--- src/rtl/ipv4_two_port_forwarder_unit_assert.svh ---
// assertion macros for the ipv4 two-port forwarder
// needs a clk and an active-low rst_n in the including module
`ifndef IPV4_TWO_PORT_FORWARDER_UNIT_ASSERT_SVH
`define IPV4_TWO_PORT_FORWARDER_UNIT_ASSERT_SVH

`ifndef NO_ASSERTIONS
`define FWD_ASSERT(lbl, ante, cons, msg) \
  lbl: assert property (@(posedge clk) disable iff (!rst_n) (ante) |-> (cons)) \
    else $error(msg);
`define FWD_ASSERT_NEXT(lbl, ante, cons, msg) \
  lbl: assert property (@(posedge clk) disable iff (!rst_n) (ante) |=> (cons)) \
    else $error(msg);
`else
`define FWD_ASSERT(lbl, ante, cons, msg)
`define FWD_ASSERT_NEXT(lbl, ante, cons, msg)
`endif

`endif

--- src/rtl/ipv4fw_pkg.sv ---
// types and constants for the ipv4 two-port forwarder
// used by ipv4fw_route, the top level and the testbench
package ipv4fw_pkg;

  localparam logic [15:0] ETYPE_IPV4 = 16'h0800;
  localparam int          CFG_IDX_W  = 3;
  localparam int          CFG_DATA_W = 48;

  typedef enum logic [3:0] {
    VERD_FWD       = 4'd0,
    VERD_LOCAL     = 4'd1,
    VERD_NOT_IPV4  = 4'd2,
    VERD_BAD_IN    = 4'd3,
    VERD_WRONG_MAC = 4'd4,
    VERD_TTL       = 4'd5,
    VERD_NO_ROUTE  = 4'd6,
    VERD_SAME_PORT = 4'd7,
    VERD_NO_NEIGH  = 4'd8,
    VERD_STORED    = 4'd9,
    VERD_FULL      = 4'd10
  } verdict_t;

  typedef enum logic [CFG_IDX_W-1:0] {
    CFG_PORT0_MAC    = 3'd0,
    CFG_PORT0_IP     = 3'd1,
    CFG_PORT0_PREFIX = 3'd2,
    CFG_PORT1_MAC    = 3'd3,
    CFG_PORT1_IP     = 3'd4,
    CFG_PORT1_PREFIX = 3'd5
  } cfg_idx_t;

  typedef enum logic [1:0] {
    S_IDLE,
    S_CHECK,
    S_SCAN,
    S_OUT
  } fwd_state_t;

  // header check outcome
  typedef struct packed {
    logic     done;
    verdict_t verdict;
    logic     egress;
  } route_res_t;

endpackage

--- src/rtl/ipv4fw_nbr_mem.sv ---
// neighbour table storage: ip and mac arrays, one write and one read port
// read data registered, valid the cycle after the address; depends on nothing
module ipv4fw_nbr_mem #(
  parameter int DEPTH = 16,
  parameter int AW    = 4
) (
  input  logic          clk,
  input  logic          we,
  input  logic [AW-1:0] waddr,
  input  logic [31:0]   wip,
  input  logic [47:0]   wmac,
  input  logic [AW-1:0] raddr,
  output logic [31:0]   rip,
  output logic [47:0]   rmac
);

  logic [31:0] ip_mem  [DEPTH];
  logic [47:0] mac_mem [DEPTH];

  always_ff @(posedge clk) begin
    if (we) begin
      ip_mem[waddr]  <= wip;
      mac_mem[waddr] <= wmac;
    end
  end

  always_ff @(posedge clk) begin
    rip  <= ip_mem[raddr];
    rmac <= mac_mem[raddr];
  end

endmodule

--- src/rtl/ipv4fw_route.sv ---
// frame header checks and connected-route selection
// depends on ipv4fw_pkg
module ipv4fw_route import ipv4fw_pkg::*; (
  input  logic [15:0] frame_type,
  input  logic [1:0]  ingress_port,
  input  logic [47:0] frame_dst_mac,
  input  logic [31:0] dest_ip,
  input  logic [7:0]  hop_limit,
  input  logic [47:0] port0_mac,
  input  logic [31:0] port0_ip,
  input  logic [5:0]  port0_prefix,
  input  logic [47:0] port1_mac,
  input  logic [31:0] port1_ip,
  input  logic [5:0]  port1_prefix,
  output route_res_t  res
);

  logic [31:0] mask0, mask1;
  logic [5:0]  len0, len1;
  logic        hit0, hit1, route_ok, route_port;

  function automatic logic [31:0] pfx_mask(input logic [5:0] p);
    logic [31:0] m;
    if (p == 6'd0) begin
      m = 32'd0;
    end else if (p >= 6'd32) begin
      m = 32'hFFFF_FFFF;
    end else begin
      m = ~(32'hFFFF_FFFF >> p);
    end
    return m;
  endfunction

  always_comb begin
    mask0 = pfx_mask(port0_prefix);
    mask1 = pfx_mask(port1_prefix);
    len0  = (port0_prefix > 6'd32) ? 6'd32 : port0_prefix;
    len1  = (port1_prefix > 6'd32) ? 6'd32 : port1_prefix;
    hit0  = (dest_ip & mask0) == (port0_ip & mask0);
    hit1  = (dest_ip & mask1) == (port1_ip & mask1);
    route_ok   = hit0 || hit1;
    route_port = hit1 && (!hit0 || (len1 > len0));

    res.done    = 1'b1;
    res.verdict = VERD_FWD;
    res.egress  = route_port;
    if (frame_type != ETYPE_IPV4) begin
      res.verdict = VERD_NOT_IPV4;
    end else if (ingress_port > 2'd1) begin
      res.verdict = VERD_BAD_IN;
    end else if (frame_dst_mac != (ingress_port[0] ? port1_mac : port0_mac)) begin
      res.verdict = VERD_WRONG_MAC;
    end else if (dest_ip == port0_ip || dest_ip == port1_ip) begin
      res.verdict = VERD_LOCAL;
    end else if (hop_limit <= 8'd1) begin
      res.verdict = VERD_TTL;
    end else if (!route_ok) begin
      res.verdict = VERD_NO_ROUTE;
    end else if (route_port == ingress_port[0]) begin
      res.verdict = VERD_SAME_PORT;
    end else begin
      // needs the neighbour lookup
      res.done = 1'b0;
    end
  end

endmodule

--- src/rtl/ipv4_two_port_forwarder_unit.sv ---
// a beat taken in idle goes through the check state and the output state, which loads
// the result once the output registers are free; neighbour updates and undecided frames
// pass the scan state in between, one entry per cycle through the single table read port
// throughput: one item at a time; the next beat is taken once the result is registered
// reset clears the config registers, the entry count, the state and the valid flags; the table memory
// is not cleared, entries at or above the count are never read
// top level of the ipv4 two-port forwarder; depends on ipv4fw_pkg, ipv4fw_route,
// ipv4fw_nbr_mem and ipv4_two_port_forwarder_unit_assert.svh
`include "ipv4_two_port_forwarder_unit_assert.svh"

module ipv4_two_port_forwarder_unit import ipv4fw_pkg::*; #(
  parameter int NEIGHBOUR_ENTRIES = 16
) (
  input  logic                  clk,
  input  logic                  rst_n,
  input  logic                  cfg_we,
  input  logic [CFG_IDX_W-1:0]  cfg_addr,
  input  logic [CFG_DATA_W-1:0] cfg_wdata,
  input  logic                  in_tvalid,
  output logic                  in_tready,
  // frame_type, ingress_port, frame_dst_mac, dest_ip, hop_limit, entry_ip, entry_mac
  input  logic [191:0]          in_tdata,
  // action
  input  logic                  in_tuser,
  output logic                  out_tvalid,
  input  logic                  out_tready,
  // egress_port, new_dst_mac, new_src_mac, new_hop_limit
  output logic [111:0]          out_tdata,
  // verdict
  output logic [3:0]            out_tuser
);

  localparam int CW = $clog2(NEIGHBOUR_ENTRIES + 1);
  localparam int IW = (NEIGHBOUR_ENTRIES > 1) ? $clog2(NEIGHBOUR_ENTRIES) : 1;
  localparam logic [CW-1:0] FULL_CNT = CW'(NEIGHBOUR_ENTRIES);

  // config
  logic [47:0] p0_mac_r, p1_mac_r;
  logic [31:0] p0_ip_r, p1_ip_r;
  logic [5:0]  p0_pfx_r, p1_pfx_r;

  // captured item
  logic        action_r;
  logic [15:0] etype_r;
  logic [1:0]  inport_r;
  logic [47:0] dmac_r;
  logic [31:0] dip_r;
  logic [7:0]  ttl_r;
  logic [31:0] eip_r;
  logic [47:0] emac_r;

  fwd_state_t    state_r, state_nxt;
  logic [CW-1:0] cnt_r, cnt_nxt;
  logic [CW-1:0] rd_idx_r, rd_idx_nxt;
  logic          chk_vld_r, chk_vld_nxt;
  logic [IW-1:0] chk_idx_r, chk_idx_nxt;

  verdict_t    res_verdict_r, res_verdict_nxt;
  logic        res_egress_r, res_egress_nxt;
  logic [47:0] res_dst_r, res_dst_nxt;
  logic [47:0] res_src_r, res_src_nxt;
  logic [7:0]  res_ttl_r, res_ttl_nxt;

  logic        out_vld_r, out_vld_nxt;
  logic        out_load;
  verdict_t    out_verdict_r;
  logic        out_egress_r;
  logic [47:0] out_dst_r, out_src_r;
  logic [7:0]  out_ttl_r;

  route_res_t    rt;
  logic [31:0]   key;
  logic          issue_ok;
  logic          mem_we;
  logic [IW-1:0] mem_waddr;
  logic [31:0]   rd_ip;
  logic [47:0]   rd_mac;

  assign in_tready  = (state_r == S_IDLE);
  assign out_tvalid = out_vld_r;
  assign out_tuser  = out_verdict_r;
  assign out_tdata  = {7'd0, out_ttl_r, out_src_r, out_dst_r, out_egress_r};

  always_ff @(posedge clk) begin
    if (!rst_n) begin
      p0_mac_r <= '0;
      p0_ip_r  <= '0;
      p0_pfx_r <= '0;
      p1_mac_r <= '0;
      p1_ip_r  <= '0;
      p1_pfx_r <= '0;
    end else if (cfg_we) begin
      case (cfg_addr)
        CFG_PORT0_MAC:    p0_mac_r <= cfg_wdata[47:0];
        CFG_PORT0_IP:     p0_ip_r  <= cfg_wdata[31:0];
        CFG_PORT0_PREFIX: p0_pfx_r <= cfg_wdata[5:0];
        CFG_PORT1_MAC:    p1_mac_r <= cfg_wdata[47:0];
        CFG_PORT1_IP:     p1_ip_r  <= cfg_wdata[31:0];
        CFG_PORT1_PREFIX: p1_pfx_r <= cfg_wdata[5:0];
        default: ;
      endcase
    end
  end

  always_ff @(posedge clk) begin
    if (in_tvalid && in_tready) begin
      action_r <= in_tuser;
      etype_r  <= in_tdata[15:0];
      inport_r <= in_tdata[17:16];
      dmac_r   <= in_tdata[65:18];
      dip_r    <= in_tdata[97:66];
      ttl_r    <= in_tdata[105:98];
      eip_r    <= in_tdata[137:106];
      emac_r   <= in_tdata[185:138];
    end
  end

  ipv4fw_route u_route (
    .frame_type    (etype_r),
    .ingress_port  (inport_r),
    .frame_dst_mac (dmac_r),
    .dest_ip       (dip_r),
    .hop_limit     (ttl_r),
    .port0_mac     (p0_mac_r),
    .port0_ip      (p0_ip_r),
    .port0_prefix  (p0_pfx_r),
    .port1_mac     (p1_mac_r),
    .port1_ip      (p1_ip_r),
    .port1_prefix  (p1_pfx_r),
    .res           (rt)
  );

  ipv4fw_nbr_mem #(
    .DEPTH (NEIGHBOUR_ENTRIES),
    .AW    (IW)
  ) u_mem (
    .clk   (clk),
    .we    (mem_we),
    .waddr (mem_waddr),
    .wip   (key),
    .wmac  (emac_r),
    .raddr (rd_idx_r[IW-1:0]),
    .rip   (rd_ip),
    .rmac  (rd_mac)
  );

  assign key      = action_r ? eip_r : dip_r;
  assign issue_ok = rd_idx_r < cnt_r;

  always_comb begin
    state_nxt       = state_r;
    cnt_nxt         = cnt_r;
    rd_idx_nxt      = rd_idx_r;
    chk_vld_nxt     = 1'b0;
    chk_idx_nxt     = rd_idx_r[IW-1:0];
    res_verdict_nxt = res_verdict_r;
    res_egress_nxt  = res_egress_r;
    res_dst_nxt     = res_dst_r;
    res_src_nxt     = res_src_r;
    res_ttl_nxt     = res_ttl_r;
    mem_we          = 1'b0;
    mem_waddr       = chk_idx_r;
    out_load        = 1'b0;

    case (state_r)
      S_IDLE: begin
        if (in_tvalid) begin
          state_nxt = S_CHECK;
        end
      end
      S_CHECK: begin
        rd_idx_nxt      = '0;
        res_verdict_nxt = rt.verdict;
        res_egress_nxt  = 1'b0;
        res_dst_nxt     = '0;
        res_src_nxt     = '0;
        res_ttl_nxt     = ttl_r;
        if (!action_r && rt.done) begin
          state_nxt = S_OUT;
        end else begin
          state_nxt = S_SCAN;
        end
      end
      S_SCAN: begin
        if (chk_vld_r && rd_ip == key) begin
          state_nxt = S_OUT;
          if (action_r) begin
            // update the mac of a known neighbour
            mem_we          = 1'b1;
            res_verdict_nxt = VERD_STORED;
          end else begin
            res_verdict_nxt = VERD_FWD;
            res_egress_nxt  = rt.egress;
            res_dst_nxt     = rd_mac;
            res_src_nxt     = rt.egress ? p1_mac_r : p0_mac_r;
            res_ttl_nxt     = ttl_r - 8'd1;
          end
        end else if (!chk_vld_r && !issue_ok) begin
          state_nxt = S_OUT;
          if (!action_r) begin
            res_verdict_nxt = VERD_NO_NEIGH;
          end else if (cnt_r == FULL_CNT) begin
            res_verdict_nxt = VERD_FULL;
          end else begin
            mem_we          = 1'b1;
            mem_waddr       = cnt_r[IW-1:0];
            cnt_nxt         = cnt_r + CW'(1);
            res_verdict_nxt = VERD_STORED;
          end
        end else if (issue_ok) begin
          chk_vld_nxt = 1'b1;
          rd_idx_nxt  = rd_idx_r + CW'(1);
        end
      end
      S_OUT: begin
        if (!out_vld_r || out_tready) begin
          out_load  = 1'b1;
          state_nxt = S_IDLE;
        end
      end
      default: state_nxt = S_IDLE;
    endcase

    out_vld_nxt = out_load || (out_vld_r && !out_tready);
  end

  always_ff @(posedge clk) begin
    if (!rst_n) begin
      state_r   <= S_IDLE;
      cnt_r     <= '0;
      chk_vld_r <= 1'b0;
      out_vld_r <= 1'b0;
    end else begin
      state_r   <= state_nxt;
      cnt_r     <= cnt_nxt;
      chk_vld_r <= chk_vld_nxt;
      out_vld_r <= out_vld_nxt;
    end
  end

  always_ff @(posedge clk) begin
    rd_idx_r      <= rd_idx_nxt;
    chk_idx_r     <= chk_idx_nxt;
    res_verdict_r <= res_verdict_nxt;
    res_egress_r  <= res_egress_nxt;
    res_dst_r     <= res_dst_nxt;
    res_src_r     <= res_src_nxt;
    res_ttl_r     <= res_ttl_nxt;
    if (out_load) begin
      out_verdict_r <= res_verdict_r;
      out_egress_r  <= res_egress_r;
      out_dst_r     <= res_dst_r;
      out_src_r     <= res_src_r;
      out_ttl_r     <= res_ttl_r;
    end
  end

  `FWD_ASSERT(a_cnt_bound, 1'b1, cnt_r <= FULL_CNT, "neighbour count above table size")
  `FWD_ASSERT(a_chk_in_range, chk_vld_r, CW'(chk_idx_r) < cnt_r, "scan read past count")
  `FWD_ASSERT_NEXT(a_cnt_only_on_write, !mem_we, $stable(cnt_r), "count moved without write")
  `FWD_ASSERT(a_write_in_scan, mem_we, state_r == S_SCAN, "table write outside scan")
  `FWD_ASSERT(a_fwd_ttl, out_vld_r && out_verdict_r == VERD_FWD, out_ttl_r != 8'd0,
              "forwarded beat with zero ttl")

endmodule

--- config.mk ---
export PLATFORM = sky130hd
export DESIGN_NAME = ipv4_two_port_forwarder_unit
export DESIGN_NICKNAME = d
export VERILOG_FILES = /design/src/rtl/ipv4fw_pkg.sv /design/src/rtl/ipv4fw_nbr_mem.sv /design/src/rtl/ipv4fw_route.sv /design/src/rtl/ipv4_two_port_forwarder_unit.sv
export VERILOG_INCLUDE_DIRS = /design/src /design/src/rtl
export SDC_FILE = /design/constraint.sdc
export NUM_CORES = 2
export LEC_CHECK = 0
export BUFFER_PORTS_ARGS = -buffer_cell sky130_fd_sc_hd__buf_2
export CAP_MARGIN = 25
export CELL_PAD_IN_SITES_DETAIL_PLACEMENT = 0
export CELL_PAD_IN_SITES_GLOBAL_PLACEMENT = 1
export CORE_ASPECT_RATIO = 2
export CORE_MARGIN = 4
export CORE_UTILIZATION = 45
export DETAILED_ROUTE_END_ITERATION = 10
export PLACE_DENSITY = 0.74
export SLEW_MARGIN = 40
export SYNTH_ARGS = -nofsm -noshare
export SYNTH_HDL_FRONTEND = slang
export SYNTH_SLANG_ARGS = --single-unit
--- constraint.sdc ---
create_clock -name clk -period 12 [get_ports clk]
set_input_delay 1.2 -clock clk [delete_from_list [all_inputs] [get_ports clk]]
set_output_delay 1.2 -clock clk [all_outputs]
set_load 0.02 [all_outputs]
==> impl_summary.md <==
Pwr
The internal portion of the total power is roughly 13 mW. For this design the total switching power over the nets is 4.99 mW. Dividing total power by cell area gives a power density of roughly 220 nW/um^2. The share of total power dissipated in combinational logic is about a fifth.

The maximum VDD drop is 0.176 mV. Sequential cells burn between 40 and 50% of the power. The clock network accounts for between 30% and 40% of the total power. The analysis attributes to cell leakage a power of about 27 nW. Net switching is 27.3% of the power.

The completed layout was analyzed and its total power is about 18 mW.

Drt
Once detail routing completed, the nets flagged for antenna violations numbered 0. The sum of routed wire length over all layers is about 180 mm. For this run, the detailed router's first-pass iteration total came to 7. Using the TritonRoute via totals, the vias-per-cell ratio works out to 5.69.

The routed layout has ~37000 vias. After detailed routing, the average wire length per cell comes to approximately 28 um. The detailed router finished its first iteration with 3052 violations. The remaining routing DRC violations is 0.

Placement
The final weighted congestion in routability-driven placement is 0.951. The worst setup slack before clock tree synthesis is approximately 6.0 ns. In this run the tool buffered the top-level ports with 353 buffer cells. The wire-length estimate of the detail-placed layout is 109 mm. The cell area after placement is slightly below 80000 um^2.

STA
The number of endpoints failing setup at the final stage is 0. Setup repair after global routing left no endpoint under its margin. For the pin with the worst max-slew slack, the measured transition is between 0.8 and 0.9 ns.

The fmax is 167 MHz. The worst path uses between 40 and 50% of the clock period. The number of max-slew violations in the final report is 0. The count of final hold-check violations came to 0.

The worst-case setup margin in the final layout is roughly 6 ns. In this run the tightest slew margin relative to its limit is 40.8%. The clock skew is about 0.070 ns. Summed over all failing endpoints, the final setup total negative slack is 0 ns. The final critical-path required period is between 5 and 6 ns.

Clocking
The TritonCTS clock tree is done. The root buffer cell is clkbuf_16. Clock-pin slew was measured on the worst setup and hold paths at approximately 0.060 ns. The clock sink count is between 1500 and 2000.

The clock insertion delay at the later pin of the skew report is a little over 0.8 ns. The number of hold buffers added after CTS is 0. The post-CTS setup buffer count is 0. The number of H-tree levels is 4. The TritonCTS buffer count is ~180. No sink is reached through more buffers than the 4 on the longest clock path. The number of cells upsized or downsized after cts is 0.

Global route
Entering global routing, the biggest net connects 93 pins. The initial antenna violation count is 32. The total overflow reported by the global router is 0. The number of global-route vias before repair is 38628. The total global-route track usage is between 20% and 30%.

The global-route wire length before repair is approximately 270 mm.

Synthesis
In the post-synthesis netlist, the biggest area contributors are edfxtp_1 68%, mux4_2 12%, dfxtp_1 7.1%. The mapped netlist covers roughly 74000 um^2. The number of distinct library cells after synthesis is 73. The synthesized instance count is between 3000 and 4000. Among all cell types in the netlist, the one instantiated most often is edfxtp_1. Yosys printed 0 warnings. The async set-reset flop share out of synthesis is 0%. The library cell occupying the most area in the post-synthesis netlist is edfxtp_1.

Counting instances in the post-synthesis netlist gives the leading cell types as 1690 x edfxtp_1, 400 x mux4_2, 359 x nand2_1. The portion of synthesized cell area occupied by the leading cell type is 68.3%. The prevailing post-synth register cell is edfxtp_1.

The synthesized design contains between 1500 and 2000 enable-type register cells. The number of register bits inferred by synthesis is between 1500 and 2000. The post-synthesis sequential area ratio is around three quarters. In this run the mean area of a mapped cell was approximately 19 um^2.

Critical path
In this run the worst path has a maximum fanout of 39. For the worst setup path, the data arrival time is ~6.4 ns. By startpoint and endpoint, the worst setup path is classified as flop to flop. The number of cells on the worst reg-to-reg path is 12.

STA classifies the critical path endpoint as a flop. The required time of the critical path is roughly 12 ns. The worst setup path is launched from a flop.

Cells and area
The layout net count is approximately 4500. The layout-stage area growth over the synthesis result is 14.0%. The post-route cell area is between 80000 and 90000 um^2.

The post-layout utilization of the core is between 50% and 60%. The post-route netlist has a little over a quarter of its cells at a drive strength greater than 1.

Floorplan
The full die area is about 170000 um^2. In this run the core area contains 210 standard-cell rows. In this run the horizontal extent of the chip is ~300 um. The core region is 164000 um^2. In this run the count of I/O pins placed on the die edge is around 370. The initial core utilization is between 40% and 50%. Measured along the y axis, the die boundary spans between 500 and 600 um.

Outcome
The run finished with clean final reports.

Worst hold path
The worst hold path stage count is 0. The tightest min-delay check is of the flop to flop type.

Flow run
The max-cap violation count is 0.
==> cells in the final DEF, fill, tap and decap left out, types with 6 or more instances in the layout <==
master | synthesis | layout
mux2i_1 | 115 | 115
nor4_1 | 36 | 35
bufinv_16 | 0 | 16
xor2_1 | 68 | 68
edfxtp_1 | 1690 | 1690
a21boi_0 | 160 | 160
mux2_4 | 8 | 8
a211oi_1 | 6 | 6
or3_1 | 9 | 9
nor2_4 | 0 | 9
clkbuf_1 | 135 | 45
clkbuf_8 | 0 | 11
buf_4 | 10 | 39
xnor2_1 | 89 | 86
nor2_1 | 43 | 33
o21ai_0 | 15 | 14
mux2_2 | 23 | 23
buf_2 | 11 | 354
a21oi_1 | 25 | 25
ha_1 | 19 | 18
clkinv_2 | 0 | 24
nand2_1 | 359 | 357
nand4_1 | 17 | 17
mux4_2 | 400 | 400
conb_1 | 1 | 7
a31oi_1 | 13 | 9
buf_6 | 8 | 24
dfxtp_1 | 265 | 265
diode_2 | 0 | 16
and2_1 | 58 | 57
nor2b_1 | 75 | 73
clkinv_1 | 1 | 25
nand3_1 | 17 | 15
nor3_1 | 20 | 19
buf_16 | 0 | 6
inv_1 | 26 | 26
clkbuf_16 | 0 | 178
buf_12 | 0 | 7
==> power groups by stage <==
stage / clock [mW] / sequential [mW] / combinational [mW]
detailed placement: 0 / 9.04 / 3.92
CTS: 5.72 / 8.90 / 3.93
global placement: 0 / 9.01 / 3.83
floorplan: 0 / 9.02 / 2.58
global route: 5.98 / 8.97 / 4.09
finish: 5.58 / 8.89 / 3.83
==> state kept, by name (all words and copies together) (netlist names), 48 cells and up <==
signal and count:
dmac_r 48, emac_r 48, out_dst_r 48, out_src_r 48, p0_mac_r 48, p1_mac_r 48
res_dst_r 48, res_src_r 48, u_mem.ip_mem 512, u_mem.mac_mem 768, u_mem.rmac 48
==> area by class of cell <==
class,count,area (um^2)
Fill cell,12966,79200
Sequential cell,1955,56100
Multi-Input combinational cell,1671,17600
Clock buffer,234,4770
Tap cell,2120,2650
Timing Repair Buffer,430,2640
Clock inverter,80,837
Inverter,27,101
Antenna cell,16,40.0
==> through the flow <==
| step | instances | hold slack [ns] |
|---|---|---|
| CTS | 6516 | 0.376 |
| global placement | 6191 | 0.402 |
| detailed placement | 6202 | 0.405 |
| floorplan | 3848 | 0.372 |
| finish | 6533 | 0.373 |
| global route | 6522 | 0.397 |
==> per-layer routing <==
metal	vias up	track usage, %	part of all wire (%)
met4	34	8.23	4.2
met5	-	0	0.13
met1	19431	26.3	38
li1	15994	-	-
met2	1360	37.7	52
met3	370	3.40	5.9
==> worst paths after layout <==
check | from | to | slack [ns]
worst max-delay path | action_r$_DFFE_PP_ | u_mem.ip_mem[4][25]$_DFFE_PP_ | 6.00
worst min-delay path | res_dst_r[33]$_SDFFCE_PN0P_ | out_dst_r[33]$_DFFE_PP_ | 0.37
worst max register to register | action_r$_DFFE_PP_ | u_mem.ip_mem[4][25]$_DFFE_PP_ | 6.00
worst min register to register | res_dst_r[33]$_SDFFCE_PN0P_ | out_dst_r[33]$_DFFE_PP_ | 0.37
==> logic make-up after synthesis <==
logic type | share of synthesized area [%]
other cells | 0.00505
fa+ha+maj | 0.320
simple gates | 4.26
xor+xnor | 1.85
flops | 75.4
mux | 14.2
buf+inv | 1.27
compound gates | 2.70
==> critical path, stage by stage (launching register included) <==
cell and delay (ns):
edfxtp_1 0.32, buf_4 0.55, mux2_2 0.55, xor2_1 0.29, nor4_1 0.64, nand4_1 0.14, or3_1 0.48, nand3_1 0.16
a22oi_1 0.22, buf_2 0.22, nor2_4 0.62, buf_4 0.62, buf_4 0.74
Note: power is estimated with default switching activity, not from simulation.
